File: src/rtl/core/breakpoint_fade_envelope_assert.svh
// assertion macros shared by the fade envelope modules
`ifndef BREAKPOINT_FADE_ENVELOPE_ASSERT_SVH
`define BREAKPOINT_FADE_ENVELOPE_ASSERT_SVH

// same-cycle implication, checked out of reset
`define BFE_ASSERT_NOW(label, ante, cons) \
  label: assert property (@(posedge clk) disable iff (rst) (ante) |-> (cons)) \
    else $error("bfe check failed");

// next-cycle implication, checked out of reset
`define BFE_ASSERT_NEXT(label, ante, cons) \
  label: assert property (@(posedge clk) disable iff (rst) (ante) |=> (cons)) \
    else $error("bfe check failed");

`endif

File: src/rtl/core/bfe_pkg.sv
// shared constants, types and helpers of the fade envelope
package bfe_pkg;

  localparam int MAX_POINTS     = 16;
  localparam int IDX_W          = $clog2(MAX_POINTS);
  localparam int CNT_W          = $clog2(MAX_POINTS + 1);
  localparam int SAMPLE_BITS    = 24;
  localparam int GAIN_FRAC_BITS = 14;
  localparam int GAIN_W         = 16;
  localparam int CLK_W          = 32;
  localparam int OP_W           = 3;
  localparam int MUL_A_W        = CLK_W + 1;
  localparam int MUL_B_W        = GAIN_W + 1;
  localparam int PROD_W         = MUL_A_W + MUL_B_W;
  localparam int DIVD_W         = GAIN_W + CLK_W;

  localparam logic [GAIN_W-1:0] UNITY_GAIN =
    (GAIN_FRAC_BITS < GAIN_W) ? GAIN_W'(64'd1 << GAIN_FRAC_BITS) : {GAIN_W{1'b1}};

  localparam logic signed [PROD_W-1:0] SMP_MAX =
    PROD_W'((64'sd1 <<< (SAMPLE_BITS - 1)) - 64'sd1);
  localparam logic signed [PROD_W-1:0] SMP_MIN = -SMP_MAX - PROD_W'(1);

  // input operation codes
  localparam logic [OP_W-1:0] OP_FRAME     = 3'd0;
  localparam logic [OP_W-1:0] OP_SET_CLOCK = 3'd1;
  localparam logic [OP_W-1:0] OP_ADD       = 3'd2;
  localparam logic [OP_W-1:0] OP_REMOVE    = 3'd3;
  localparam logic [OP_W-1:0] OP_FADE      = 3'd4;

  // point table commands
  localparam logic [1:0] TBL_NOP      = 2'd0;
  localparam logic [1:0] TBL_SET_GAIN = 2'd1;
  localparam logic [1:0] TBL_INSERT   = 2'd2;
  localparam logic [1:0] TBL_DELETE   = 2'd3;

  typedef struct packed {
    logic [1:0]        op;
    logic [IDX_W-1:0]  idx;
    logic [CLK_W-1:0]  clk;
    logic [GAIN_W-1:0] gain;
  } tbl_cmd_t;

  // floor shift by the gain fraction, then clamp to the sample range
  function automatic logic [SAMPLE_BITS-1:0] sat_sample(input logic signed [PROD_W-1:0] p);
    logic signed [PROD_W-1:0] q;
    q = p >>> GAIN_FRAC_BITS;
    if (q > SMP_MAX) begin
      q = SMP_MAX;
    end else if (q < SMP_MIN) begin
      q = SMP_MIN;
    end
    return q[SAMPLE_BITS-1:0];
  endfunction

endpackage

File: src/rtl/core/bfe_div.sv
// radix-2 restoring divider, one quotient bit per cycle
module bfe_div (
  input  logic                       clk,
  input  logic                       rst,
  input  logic                       start,
  input  logic [bfe_pkg::DIVD_W-1:0] dividend,
  input  logic [bfe_pkg::CLK_W-1:0]  divisor,
  output logic                       busy,
  output logic                       done,
  output logic [bfe_pkg::GAIN_W-1:0] quotient
);
  import bfe_pkg::*;

  `include "breakpoint_fade_envelope_assert.svh"

  localparam int STEP_W = $clog2(GAIN_W + 1);

  logic [CLK_W-1:0]  rem;
  logic [GAIN_W-1:0] lo;
  logic [STEP_W-1:0] steps;
  logic [CLK_W:0]    trial;
  logic              ge;

  // high part of the dividend is known to be below the divisor
  assign trial = {rem, lo[GAIN_W-1]};
  assign ge    = trial >= {1'b0, divisor};

  always_ff @(posedge clk) begin
    if (rst) begin
      steps <= '0;
      done  <= 1'b0;
    end else begin
      done <= 1'b0;
      if (start) begin
        rem   <= dividend[DIVD_W-1:GAIN_W];
        lo    <= dividend[GAIN_W-1:0];
        steps <= STEP_W'(GAIN_W);
      end else if (steps != '0) begin
        rem   <= ge ? CLK_W'(trial - {1'b0, divisor}) : trial[CLK_W-1:0];
        lo    <= {lo[GAIN_W-2:0], ge};
        steps <= steps - STEP_W'(1);
        done  <= (steps == STEP_W'(1));
      end
    end
  end

  assign busy     = (steps != '0);
  assign quotient = lo;

  `BFE_ASSERT_NOW(a_no_restart, start, !busy)
  `BFE_ASSERT_NEXT(a_start_runs, start, busy)
  `BFE_ASSERT_NOW(a_done_ends, done, !busy)

endmodule

File: src/rtl/core/bfe_table.sv
// sorted point table: a row of entries with insert, delete and gain rewrite
module bfe_table (
  input  logic                       clk,
  input  logic                       rst,
  input  bfe_pkg::tbl_cmd_t          cmd,
  input  logic [bfe_pkg::IDX_W-1:0]  rd_idx,
  output logic [bfe_pkg::CLK_W-1:0]  rd_clk,
  output logic [bfe_pkg::GAIN_W-1:0] rd_gain,
  output logic [bfe_pkg::CNT_W-1:0]  count
);
  import bfe_pkg::*;

  `include "breakpoint_fade_envelope_assert.svh"

  logic [CLK_W-1:0]  clocks [MAX_POINTS];
  logic [GAIN_W-1:0] gains  [MAX_POINTS];

  assign rd_clk  = clocks[rd_idx];
  assign rd_gain = gains[rd_idx];

  always_ff @(posedge clk) begin
    for (int j = 0; j < MAX_POINTS; j++) begin
      case (cmd.op)
        TBL_SET_GAIN: begin
          if (IDX_W'(j) == cmd.idx) begin
            gains[j] <= cmd.gain;
          end
        end
        TBL_INSERT: begin
          if (IDX_W'(j) == cmd.idx) begin
            clocks[j] <= cmd.clk;
            gains[j]  <= cmd.gain;
          end else if (j > 0 && IDX_W'(j) > cmd.idx) begin
            clocks[j] <= clocks[(j > 0) ? j - 1 : 0];
            gains[j]  <= gains[(j > 0) ? j - 1 : 0];
          end
        end
        TBL_DELETE: begin
          if (j < MAX_POINTS - 1 && IDX_W'(j) >= cmd.idx) begin
            clocks[j] <= clocks[(j < MAX_POINTS - 1) ? j + 1 : j];
            gains[j]  <= gains[(j < MAX_POINTS - 1) ? j + 1 : j];
          end
        end
        default: begin
        end
      endcase
    end
  end

  always_ff @(posedge clk) begin
    if (rst) begin
      count <= '0;
    end else begin
      case (cmd.op)
        TBL_INSERT: count <= count + CNT_W'(1);
        TBL_DELETE: count <= count - CNT_W'(1);
        default:    count <= count;
      endcase
    end
  end

  `BFE_ASSERT_NOW(a_count_bound, 1'b1, count <= CNT_W'(MAX_POINTS))
  `BFE_ASSERT_NOW(a_insert_room, cmd.op == TBL_INSERT, count < CNT_W'(MAX_POINTS))
  `BFE_ASSERT_NOW(a_delete_some, cmd.op == TBL_DELETE, count != '0)

endmodule

File: src/rtl/core/breakpoint_fade_envelope.sv
// Breakpoint fade envelope: a table of up to 16 gain points sorted by frame clock,
// edited by set-clock, add, remove-range and fade-to words, and a frame word that
// interpolates the gain and scales a stereo sample pair. One word is taken at a time;
// the input stalls until its work is finished. An add scans the table one entry a cycle
// and then inserts or rewrites; a remove-range steps over each kept or deleted entry
// and ends with an end check; fade-to is a remove plus two adds. A frame scans the
// table entries, then inside a segment runs the multiply, starts the bit-serial
// divider and waits for it, deletes each pruned point, and runs the two sample
// multiplies and the output load. A frame result sits in an output register, so the
// next word can be taken while it waits.
module breakpoint_fade_envelope (
  input  logic                            clk,
  input  logic                            rst,
  input  logic                            in_valid,
  output logic                            in_stall,
  input  logic [bfe_pkg::OP_W-1:0]        op,
  input  logic [bfe_pkg::CLK_W-1:0]       clock_req,
  input  logic [bfe_pkg::CLK_W-1:0]       end_clock,
  input  logic [bfe_pkg::GAIN_W-1:0]      gain_value,
  input  logic signed [bfe_pkg::SAMPLE_BITS-1:0] left_sample,
  input  logic signed [bfe_pkg::SAMPLE_BITS-1:0] right_sample,
  output logic                            out_valid,
  input  logic                            out_stall,
  output logic signed [bfe_pkg::SAMPLE_BITS-1:0] left_out,
  output logic signed [bfe_pkg::SAMPLE_BITS-1:0] right_out,
  output logic [bfe_pkg::GAIN_W-1:0]      applied_gain,
  output logic                            table_full
);
  import bfe_pkg::*;

  `include "breakpoint_fade_envelope_assert.svh"

  localparam logic [3:0] S_IDLE     = 4'd0;
  localparam logic [3:0] S_ADD_SCAN = 4'd1;
  localparam logic [3:0] S_ADD_INS  = 4'd2;
  localparam logic [3:0] S_RM_SCAN  = 4'd3;
  localparam logic [3:0] S_FR_SCAN  = 4'd4;
  localparam logic [3:0] S_FR_MUL   = 4'd5;
  localparam logic [3:0] S_FR_DSTRT = 4'd6;
  localparam logic [3:0] S_FR_DIV   = 4'd7;
  localparam logic [3:0] S_FR_PRUNE = 4'd8;
  localparam logic [3:0] S_FR_LEFT  = 4'd9;
  localparam logic [3:0] S_FR_RIGHT = 4'd10;
  localparam logic [3:0] S_FR_OUT   = 4'd11;

  localparam logic [1:0] FADE_NONE = 2'd0;
  localparam logic [1:0] FADE_NOW  = 2'd1;
  localparam logic [1:0] FADE_TGT  = 2'd2;

  logic [3:0]        state;
  logic [1:0]        fade_step;
  logic [CNT_W-1:0]  scan;
  logic [CNT_W-1:0]  pos;
  logic              hit;
  logic [CNT_W-1:0]  drop;
  logic [CLK_W-1:0]  key;
  logic [GAIN_W-1:0] key_gain;
  logic [CLK_W-1:0]  rm_lo;
  logic [CLK_W-1:0]  rm_hi;
  logic [CLK_W-1:0]  tgt_clk;
  logic [GAIN_W-1:0] tgt_gain;
  logic [CLK_W-1:0]  frame_clock;
  logic [GAIN_W-1:0] current_gain;
  logic              overflow;
  logic [GAIN_W-1:0] g0;
  logic [GAIN_W-1:0] gain;
  logic [GAIN_W-1:0] diff;
  logic              down;
  logic [CLK_W-1:0]  num;
  logic [CLK_W-1:0]  den;
  logic signed [SAMPLE_BITS-1:0] samp_l;
  logic signed [SAMPLE_BITS-1:0] samp_r;
  logic signed [SAMPLE_BITS-1:0] left_res;
  logic signed [PROD_W-1:0]  prod;

  logic signed [MUL_A_W-1:0] mul_a;
  logic signed [MUL_B_W-1:0] mul_b;
  logic signed [PROD_W-1:0]  mul_p;

  tbl_cmd_t          cmd;
  logic [CLK_W-1:0]  rd_clk;
  logic [GAIN_W-1:0] rd_gain;
  logic [CNT_W-1:0]  count;
  logic              div_start;
  logic              div_busy;
  logic              div_done;
  logic [GAIN_W-1:0] div_q;
  logic              accept;
  logic              scan_end;

  bfe_table u_table (
    .clk     (clk),
    .rst     (rst),
    .cmd     (cmd),
    .rd_idx  (scan[IDX_W-1:0]),
    .rd_clk  (rd_clk),
    .rd_gain (rd_gain),
    .count   (count)
  );

  bfe_div u_div (
    .clk      (clk),
    .rst      (rst),
    .start    (div_start),
    .dividend (prod[DIVD_W-1:0]),
    .divisor  (den),
    .busy     (div_busy),
    .done     (div_done),
    .quotient (div_q)
  );

  assign in_stall  = (state != S_IDLE);
  assign accept    = in_valid && !in_stall;
  assign div_start = (state == S_FR_DSTRT);
  assign scan_end  = (scan == count);

  // one shared signed multiplier: interpolation step and sample scaling
  always_comb begin
    mul_a = {1'b0, num};
    mul_b = {1'b0, diff};
    if (state == S_FR_LEFT) begin
      mul_a = {{(MUL_A_W - SAMPLE_BITS){samp_l[SAMPLE_BITS-1]}}, samp_l};
      mul_b = {1'b0, gain};
    end else if (state == S_FR_RIGHT) begin
      mul_a = {{(MUL_A_W - SAMPLE_BITS){samp_r[SAMPLE_BITS-1]}}, samp_r};
      mul_b = {1'b0, gain};
    end
  end
  assign mul_p = mul_a * mul_b;

  // table commands come straight from the sequencer state
  always_comb begin
    cmd.op   = TBL_NOP;
    cmd.idx  = scan[IDX_W-1:0];
    cmd.clk  = key;
    cmd.gain = key_gain;
    case (state)
      S_ADD_SCAN: begin
        if (!scan_end && rd_clk == key) begin
          cmd.op = TBL_SET_GAIN;
        end
      end
      S_ADD_INS: begin
        cmd.idx = pos[IDX_W-1:0];
        if (!hit && count < CNT_W'(MAX_POINTS)) begin
          cmd.op = TBL_INSERT;
        end
      end
      S_RM_SCAN: begin
        if (!scan_end && rd_clk >= rm_lo && rd_clk < rm_hi) begin
          cmd.op = TBL_DELETE;
        end
      end
      S_FR_PRUNE: begin
        cmd.idx = '0;
        if (drop != '0) begin
          cmd.op = TBL_DELETE;
        end
      end
      default: begin
      end
    endcase
  end

  always_ff @(posedge clk) begin
    if (rst) begin
      state        <= S_IDLE;
      fade_step    <= FADE_NONE;
      frame_clock  <= '0;
      current_gain <= UNITY_GAIN;
      overflow     <= 1'b0;
      out_valid    <= 1'b0;
    end else begin
      if (out_valid && !out_stall && state != S_FR_OUT) begin
        out_valid <= 1'b0;
      end
      case (state)
        S_IDLE: begin
          if (accept) begin
            samp_l <= left_sample;
            samp_r <= right_sample;
            scan   <= '0;
            case (op)
              OP_FRAME: state <= S_FR_SCAN;
              OP_SET_CLOCK: frame_clock <= clock_req;
              OP_ADD: begin
                key      <= clock_req;
                key_gain <= gain_value;
                state    <= S_ADD_SCAN;
              end
              OP_REMOVE: begin
                rm_lo <= clock_req;
                rm_hi <= end_clock;
                state <= S_RM_SCAN;
              end
              OP_FADE: begin
                rm_lo     <= frame_clock;
                rm_hi     <= clock_req;
                tgt_clk   <= clock_req;
                tgt_gain  <= gain_value;
                fade_step <= FADE_NOW;
                state     <= S_RM_SCAN;
              end
              default: state <= S_IDLE;
            endcase
          end
        end
        S_ADD_SCAN: begin
          if (scan_end || key < rd_clk) begin
            pos   <= scan;
            hit   <= 1'b0;
            state <= S_ADD_INS;
          end else if (rd_clk == key) begin
            pos   <= scan;
            hit   <= 1'b1;
            state <= S_ADD_INS;
          end else begin
            scan <= scan + CNT_W'(1);
          end
        end
        S_ADD_INS: begin
          // an equal-clock rewrite already happened during the scan
          if (!hit && count >= CNT_W'(MAX_POINTS)) begin
            overflow <= 1'b1;
          end
          scan <= '0;
          if (fade_step == FADE_TGT) begin
            key       <= tgt_clk;
            key_gain  <= tgt_gain;
            fade_step <= FADE_NONE;
            state     <= S_ADD_SCAN;
          end else begin
            state <= S_IDLE;
          end
        end
        S_RM_SCAN: begin
          if (scan_end) begin
            scan <= '0;
            if (fade_step == FADE_NOW) begin
              key       <= frame_clock;
              key_gain  <= current_gain;
              fade_step <= FADE_TGT;
              state     <= S_ADD_SCAN;
            end else begin
              state <= S_IDLE;
            end
          end else if (cmd.op != TBL_DELETE) begin
            scan <= scan + CNT_W'(1);
          end
        end
        S_FR_SCAN: begin
          if (!scan_end && rd_clk <= frame_clock) begin
            g0   <= rd_gain;
            num  <= frame_clock - rd_clk;
            den  <= rd_clk;
            scan <= scan + CNT_W'(1);
          end else if (scan == '0) begin
            gain  <= current_gain;
            state <= S_FR_LEFT;
          end else begin
            drop <= (scan >= CNT_W'(2)) ? scan - CNT_W'(2) : '0;
            if (scan_end) begin
              gain         <= g0;
              current_gain <= g0;
              state        <= S_FR_PRUNE;
            end else begin
              // den held c0 so far; turn it into the segment length
              den   <= rd_clk - den;
              diff  <= (rd_gain >= g0) ? rd_gain - g0 : g0 - rd_gain;
              down  <= rd_gain < g0;
              state <= S_FR_MUL;
            end
          end
        end
        S_FR_MUL: begin
          prod <= mul_p;
          if (den == '0) begin
            gain         <= g0;
            current_gain <= g0;
            state        <= S_FR_PRUNE;
          end else begin
            state <= S_FR_DSTRT;
          end
        end
        S_FR_DSTRT: state <= S_FR_DIV;
        S_FR_DIV: begin
          if (div_done) begin
            gain         <= down ? g0 - div_q : g0 + div_q;
            current_gain <= down ? g0 - div_q : g0 + div_q;
            state        <= S_FR_PRUNE;
          end
        end
        S_FR_PRUNE: begin
          if (drop == '0) begin
            state <= S_FR_LEFT;
          end else begin
            drop <= drop - CNT_W'(1);
          end
        end
        S_FR_LEFT: begin
          prod  <= mul_p;
          state <= S_FR_RIGHT;
        end
        S_FR_RIGHT: begin
          left_res <= sat_sample(prod);
          prod     <= mul_p;
          state    <= S_FR_OUT;
        end
        S_FR_OUT: begin
          if (!out_valid || !out_stall) begin
            left_out     <= left_res;
            right_out    <= sat_sample(prod);
            applied_gain <= gain;
            table_full   <= overflow;
            overflow     <= 1'b0;
            frame_clock  <= frame_clock + CLK_W'(1);
            out_valid    <= 1'b1;
            state        <= S_IDLE;
          end
        end
        default: state <= S_IDLE;
      endcase
    end
  end

  `BFE_ASSERT_NOW(a_div_owner, div_done, state == S_FR_DIV)
  `BFE_ASSERT_NOW(a_div_idle_wait, state == S_FR_DIV && !div_busy, div_done)
  `BFE_ASSERT_NEXT(a_fade_leaves_idle, accept && op == OP_FADE, state == S_RM_SCAN)

endmodule
File: config.mk
export PLATFORM = sky130hd
export DESIGN_NAME = breakpoint_fade_envelope
export DESIGN_NICKNAME = d
export VERILOG_FILES = /design/src/rtl/core/bfe_pkg.sv /design/src/rtl/core/bfe_div.sv /design/src/rtl/core/bfe_table.sv /design/src/rtl/core/breakpoint_fade_envelope.sv
export VERILOG_INCLUDE_DIRS = /design/src /design/src/rtl/core
export SDC_FILE = /design/constraint.sdc
export NUM_CORES = 2
export LEC_CHECK = 0
export ABC_AREA = 1
export BUFFER_PORTS_ARGS = -buffer_cell sky130_fd_sc_hd__buf_4
export CELL_PAD_IN_SITES_DETAIL_PLACEMENT = 0
export CELL_PAD_IN_SITES_GLOBAL_PLACEMENT = 1
export CORE_MARGIN = 2
export CORE_UTILIZATION = 53
export CTS_CLUSTER_DIAMETER = 200
export CTS_CLUSTER_SIZE = 14
export DETAILED_ROUTE_END_ITERATION = 8
export GPL_TIMING_DRIVEN = 1
export PLACE_DENSITY_LB_ADDON = 0.3
export SLEW_MARGIN = 20
export SYNTH_ARGS = -nofsm -noshare
export SYNTH_HDL_FRONTEND = slang
export SYNTH_HIERARCHICAL = 1
export SYNTH_SLANG_ARGS = --single-unit
File: constraint.sdc
create_clock -name clk -period 10.66 [get_ports clk]
set_input_delay 0 -clock clk [delete_from_list [all_inputs] [get_ports clk]]
set_output_delay 0 -clock clk [all_outputs]
set_load 0.005 [all_outputs]
# --- After elaboration in Yosys (flattened, before gate mapping) ---
# Memory sizes are Yosys's and may differ from the RTL's. A register that Yosys moved wholly into a read port is not among the register bits.
# Index checks and enable logic that the tools add are counted.
totals:
  mem_bits_rw: 768
  mem_count: 2
  ff_bits: 590
  output_inout_bits: 67
  elab_cells: 657
  input_bits: 135
memory_table:
  columns: ["name", "depth", "word_bits", "rd", "rd_ports_with_merged_regs", "write_ports", "line", "source"]
  rows:
  - ["u_table.clocks", 16, 32, 17, 1, 16, "bfe_table.sv:15", "logic [CLK_W-1:0] clocks [MAX_POINTS];"]
  - ["u_table.gains", 16, 16, 17, 1, 16, "bfe_table.sv:16", "logic [GAIN_W-1:0] gains [MAX_POINTS];"]
classes:
  add_sub_neg: 14
  bitwise: 81
  mux: 357
  reduce_logical: 59
  mul: 1
  order_cmp: 42
  n_eq_ne: 65
op_table:
  columns: ["operator", "n"]
  rows:
  - ["$mux 32", 44]
  - ["$mux 16", 64]
  - ["$mux 1", 194]
  - ["$pmux 32 s2", 3]
  - ["$pmux 16 s3", 3]
  - ["$pmux 32 s3", 1]
  - ["$sub 32x32->32", 3]
  - ["$or 1x1->1", 76]
  - ["$mux 33", 2]
  - ["$lt 32x32->1", 2]
  - ["$mux 4", 15]
  - ["$mux 5", 12]
  - ["$mul 33x17->50", 1]
  - ["$mux 24", 2]
  - ["$pmux 4 s12", 1]
  - ["$sub 16x16->16", 3]
  - ["$gt 36x24->1 const B", 1]
  - ["$lt 36x24->1 const B", 1]
  - ["$ne 2x2->1 const B", 18]
  - ["$ge 33x32->1", 1]
  - ["$add 32x1->32 const B", 1]
  - ["$eq 32x32->1", 1]
  - ["$eq 4x4->1 const A", 8]
  - ["$ge 32x32->1", 1]
  - ["64 further kinds", 161]

# --- Longest topological paths before layout ---
depth:
  depth_word: 12
  ltp_mapped: 38
  depth_no_buf: 34

# --- Hierarchy ---
# Netlist, hierarchy kept.
by_module_without_submodules:
  columns: ["mod", "area_per_inst_um2", "seq_area_each_um2", "n_inst", "cells_each"]
  rows:
  - ["breakpoint_fade_envelope", 49730.2, 15384.8, 1, 5751]
  - ["bfe_table", 45548.7, 23162.2, 1, 5562]
  - ["bfe_div", 5432.7, 1561.5, 1, 879]

# --- Least setup slack after synthesis ---
# Ideal clock, no wire load.
synth_timing:
  path_kind: "reg-to-reg"
  from: "register scan[0]"
  to: "memory u_table.clocks[1][0] (enable)"
  arrival_ps: 6958
  period_less_slack_ps: 7344
  required_time_ps: 10273
  setup_ps: 387
  path_stages_with_launch: 26
  setup_slack_ps: 3316
  n_path_buf: 3
  path_cell_list: "edfxtp_1 > buf_2 > clkbuf_1 > clkbuf_1 > nand2_1 > o211ai_1 > nand3_1 > nand3_1 > nand2_1 > ha_1 > nand2_1 > nor2_1 > nand4_1 > nor4_1 > nand4_1 > nand3_1 > nand2_1 > inv_1 > nand2_1 > nand3_1 > inv_2 > nor2_1 > inv_1 > nor2_1 > nand2_1 > inv_1"
synth_lines:
  columns: ["item", "line", "source"]
  rows:
  - ["start: declaration", "breakpoint_fade_envelope.sv:52", "logic [CNT_W-1:0] scan;"]
  - ["start signal: assignment", "breakpoint_fade_envelope.sv:218", "scan <= scan + CNT_W'(1);"]
  - ["start signal: assignment", "breakpoint_fade_envelope.sv:248", "scan <= scan + CNT_W'(1);"]
  - ["start signal: assignment", "breakpoint_fade_envelope.sv:256", "scan <= scan + CNT_W'(1);"]
  - ["end: declaration", "bfe_table.sv:15", null]

# --- Worst setup path after layout ---
layout_timing:
  from: "register state[1]"
  to: "register prod[31] (data pin)"
layout_via:
  elab_chain_len: 4
  word_cells_on_any_way: 7
  classes_between: "mul (1); eq/ne (2); mux (4)"
layout_rtl:
  columns: ["item", "line", "source"]
  rows:
  - ["start: declaration", "breakpoint_fade_envelope.sv:50", "logic [3:0] state;"]
  - ["start signal: assignment", "breakpoint_fade_envelope.sv:167", "state <= S_IDLE;"]
  - ["start signal: assignment", "breakpoint_fade_envelope.sv:184", "OP_FRAME: state <= S_FR_SCAN;"]
  - ["start signal: assignment", "breakpoint_fade_envelope.sv:189", "state <= S_ADD_SCAN;"]
  - ["$eq 4x4->1", "breakpoint_fade_envelope.sv:124", "end else if (state == S_FR_RIGHT) begin"]
  - ["$mux 33 / $mux 16 (equally long branches)", "breakpoint_fade_envelope.sv:124", null]
  - ["$mux 33 / $mux 16 (equally long branches)", "breakpoint_fade_envelope.sv:121", "if (state == S_FR_LEFT) begin"]
  - ["$mul 33x17->50 (*)", "breakpoint_fade_envelope.sv:129", "assign mul_p = mul_a * mul_b;"]
  - ["named net mul_p[31]", "breakpoint_fade_envelope.sv:78", "logic signed [PROD_W-1:0] mul_p;"]
  - ["end signal: assignment", "breakpoint_fade_envelope.sv:276", "prod <= mul_p;"]
  - ["end signal: assignment", "breakpoint_fade_envelope.sv:301", "prod <= mul_p;"]
  - ["end signal: assignment", "breakpoint_fade_envelope.sv:306", "prod <= mul_p;"]
  - ["end: declaration", "breakpoint_fade_envelope.sv:74", "logic signed [PROD_W-1:0] prod;"]
# Mark *: on every way through the listed nets, which the timed path passes. The rest lies on a longest branch.
# A chain may end at the register's enable or synchronous reset.

==> impl_results.md <==
* Crit path arrival time at 9.43 ns
* Synth top area share at 38.5%
* Post-Place Cells at 14330
* Area leader, netlist: edfxtp_1
* Syn Nets at 13204
* Max incr delay on CP at 0.58 ns
* First-pass GRT wire length at 584000 µm
* CP most frequent cell: fa_1
* Placed Area at 104000 µm²
* Ys flop type: edfxtp_1
* DRC viols at 0
* Clk root buf: clkbuf_16
* Area of the multi-input gates at 51200 µm²
* Post-synth EDFFs at 1291
* Post-synthesis sequential area ratio at 39.8%
* Synth Area in Compound Gates at 15.7%
* Yosys warning count at 6
* Max-Cap Viols at 0
* Initial Util at between 50% and 60%
* TritonCTS clock tree: done
* DPL Wire Length at 274000 µm
* Largest cells by area after synthesis: edfxtp_1, fa_1, nand2_1
* Clk pin slew, worst setup/hold paths at around 0.090 ns
* Initial antenna violation count at 30
* Htree depth at 3
* Mapped Cells at 12192
* Worst setup EP type: flop
* Final-stage net count at 13185
* Setup tns final at 0 ns
* Final Setup Violations at 0
* RSZ-0062 raised after global routing: no
* Tcrit/Tclk final at 83.0%
* Critical path required time at ~11 ns
* Die Wd at 440 µm
* Ys async rst share at 0%
* Crit-path slowest cell: fa_1
* Measured slew at the worst slew-check pin at 1.27 ns
* Die Ht at approximately 440 µm
* Port bufs at 201
* Via/cell ratio at roughly 6.2
* Max transition margin at 14.9%
* Main combinational cell family by area after synthesis: simple AND/OR/NAND/NOR gates
* Total track usage at 40.9%
* Placer Congestion at 0.960
* Clock Latency Late Sink at 0.83 ns
* Global route total overflow at 0
* DIE AREA at roughly 190000 µm²
* Min-Delay Path Class: in2reg
* Vias in the first global route at 89033
* Synth unique cells at 63
* WL final at roughly 400000 µm
* Max-slew violations at 0
* # IOs at 202
* Synth Area in Adders at around 15%
* CP startpoint kind: flop
* FF+latch area at 40100 µm²
* Wire length per cell at 27.4 µm
* Simple-gate portion of the synthesized area at 18.2%
* Post-layout min period at 8.85 ns
* Antenna-violating nets left at 0
* Layout area overhead at 8.44%
* Most common cell in the synthesized netlist: nand2_1
* PostCTS Resize Cnt at 0
* Synthesized cell area at between 100000 and 150000 µm²
* Synthesized flop and latch total at 1358
* Maximum clock path buffer count at 3
* Fmax achieved at 113 MHz
* Outcome: completed
* WS Path Type: reg2reg
* Fill cells at 17209
* Setup bufs post-CTS at 0
* Final instance area at around 110000 µm²
* Core Rows at between 150 and 200
* Initial DRC count at ~12000
* Final Non-Filler Cells at 14731
* Mux cell area share after synthesis at less than 1%
* Share of post-route cells with drive strength above 1 at 5.75%
* Skew final at about 0.087 ns
* Vias at 91946
* Xor/xnor share of the synthesized area at 1.64%
* Pre-antenna DRT Iters at 9
* CTS Buf Count at 107
* Commonest cells post-synth: nand2_1, inv_1, edfxtp_1
* Avg Inst Size Synth at 8.26 µm²
* Core area at 188000 µm²
* Clock Sinks at approximately 1400
* Pin count of the biggest net entering global routing at 142
* Final Hold Viols at 0
* Crit-path max FO at 34
==> cell usage in the layout (no fill, tap or decap), types with 13 or more instances in the layout <==
| cell | count |
|---|---|
| a21o_1 | 32 |
| a21oi_1 | 566 |
| a31oi_1 | 109 |
| buf_4 | 329 |
| clkbuf_1 | 44 |
| clkbuf_16 | 107 |
| dfxtp_1 | 67 |
| dlygate4sd3_1 | 229 |
| edfxtp_1 | 1291 |
| fa_1 | 509 |
| ha_1 | 368 |
| inv_1 | 1722 |
| inv_2 | 40 |
| nand2_1 | 2682 |
| nand2_2 | 46 |
| nand2_4 | 19 |
| nand3_1 | 497 |
| nand3b_1 | 36 |
| nand4_1 | 61 |
| nor2_1 | 1019 |
| nor2_4 | 23 |
| nor3_1 | 52 |
| nor4_1 | 14 |
| o211ai_1 | 441 |
| o21a_1 | 13 |
| o21ai_0 | 1195 |
| o21ai_1 | 117 |
| o21ai_2 | 28 |
| o21bai_1 | 17 |
| o221ai_1 | 13 |
| o22ai_1 | 180 |
| xnor2_1 | 62 |
| xor2_1 | 127 |
==> path summary, 6_finish.rpt <==
kind                     startpoint                     end  slack, ns  cells past startpoint
max           state[1]$_SDFFE_PP0P_      prod[31]$_DFFE_PP_       1.81                     28
max reg2reg   state[1]$_SDFFE_PP0P_      prod[31]$_DFFE_PP_       1.81                     28
min reg2reg  left_res[20]$_DFFE_PP_  left_out[20]$_DFFE_PP_       0.41                      0
min                   end_clock[16]     rm_hi[16]$_DFFE_PP_       0.04                      4
==> critical path: cells and delay by family (launching register included) <==
family,cells,cell delay (ns)
compound gates,3,0.65
xor+xnor,1,0.30
fa+ha+maj,7,3.47
flops,1,0.57
simple gates,11,2.59
buf+inv,6,1.08
==> logic make-up (layout without fill, tap and decap cells) <==
group / Yosys count / in the layout
other: 0 / 12
and+or+nand+nor: 4508 / 4508
buffers and inverters: 2477 / 2509
muxes: 16 / 16
xor gates and xnor gates: 189 / 189
DFF: 1358 / 1358
adders and majority gates: 877 / 877
AOI/OAI and AO/OA: 2767 / 2767
==> state kept, by name, indices dropped and copies added, names as in the netlist, 24 cells and up <==
name	flops
left_out	24
den	32
tgt_clk	32
num	32
u_table/clocks	512
samp_r	24
right_out	24
rm_lo	32
samp_l	24
u_table/gains	256
rm_hi	32
left_res	24
frame_clock	32
prod	50
key	32
u_div/rem	32
==> through the flow <==
stage          utilization [%]  hold WS, ns  setup WS (ns)
2_1_floorplan                -       0.0691           3.32
3_3_place_gp              55.2        0.179           1.92
3_5_place_dp              55.2        0.179           1.89
4_1_cts                   58.0      0.00142           1.93
5_1_grt                   58.0       0.0114           1.41
6_report                  58.0       0.0384           1.81
==> layout make-up <==
| type | instances | area share [%] |
|---|---|---|
| Sequential cell | 1358 | 36.7 |
| Tap cell | 2495 | 2.86 |
| Clock buffer | 151 | 2.60 |
| Inverter | 1778 | 6.13 |
| Clock inverter | 9 | 0.141 |
| Timing Repair Buffer | 571 | 4.61 |
| Antenna cell | 12 | 0.0275 |
| Multi-Input combinational cell | 8357 | 46.9 |
==> layer usage <==
layer	vias to the layer above	share of wire, %	GRT usage (%)
met5	-	0.049	0
met4	30	5.8	19.8
met3	1304	13	10.6
met2	6212	43	62.3
met1	44030	38	54.4
li1	40370	-	-
==> what timing repair did <==
item / 4_1_cts / 5_1_grt
endpoints found under the hold margin: 302 / 0
endpoints found under the setup margin: 0 / 0
hold buffers: 229 / 0
Power is left out: the tool's default activity adds up to more than one toggle a clock period on the data nets, which glitch-free logic cannot reach.
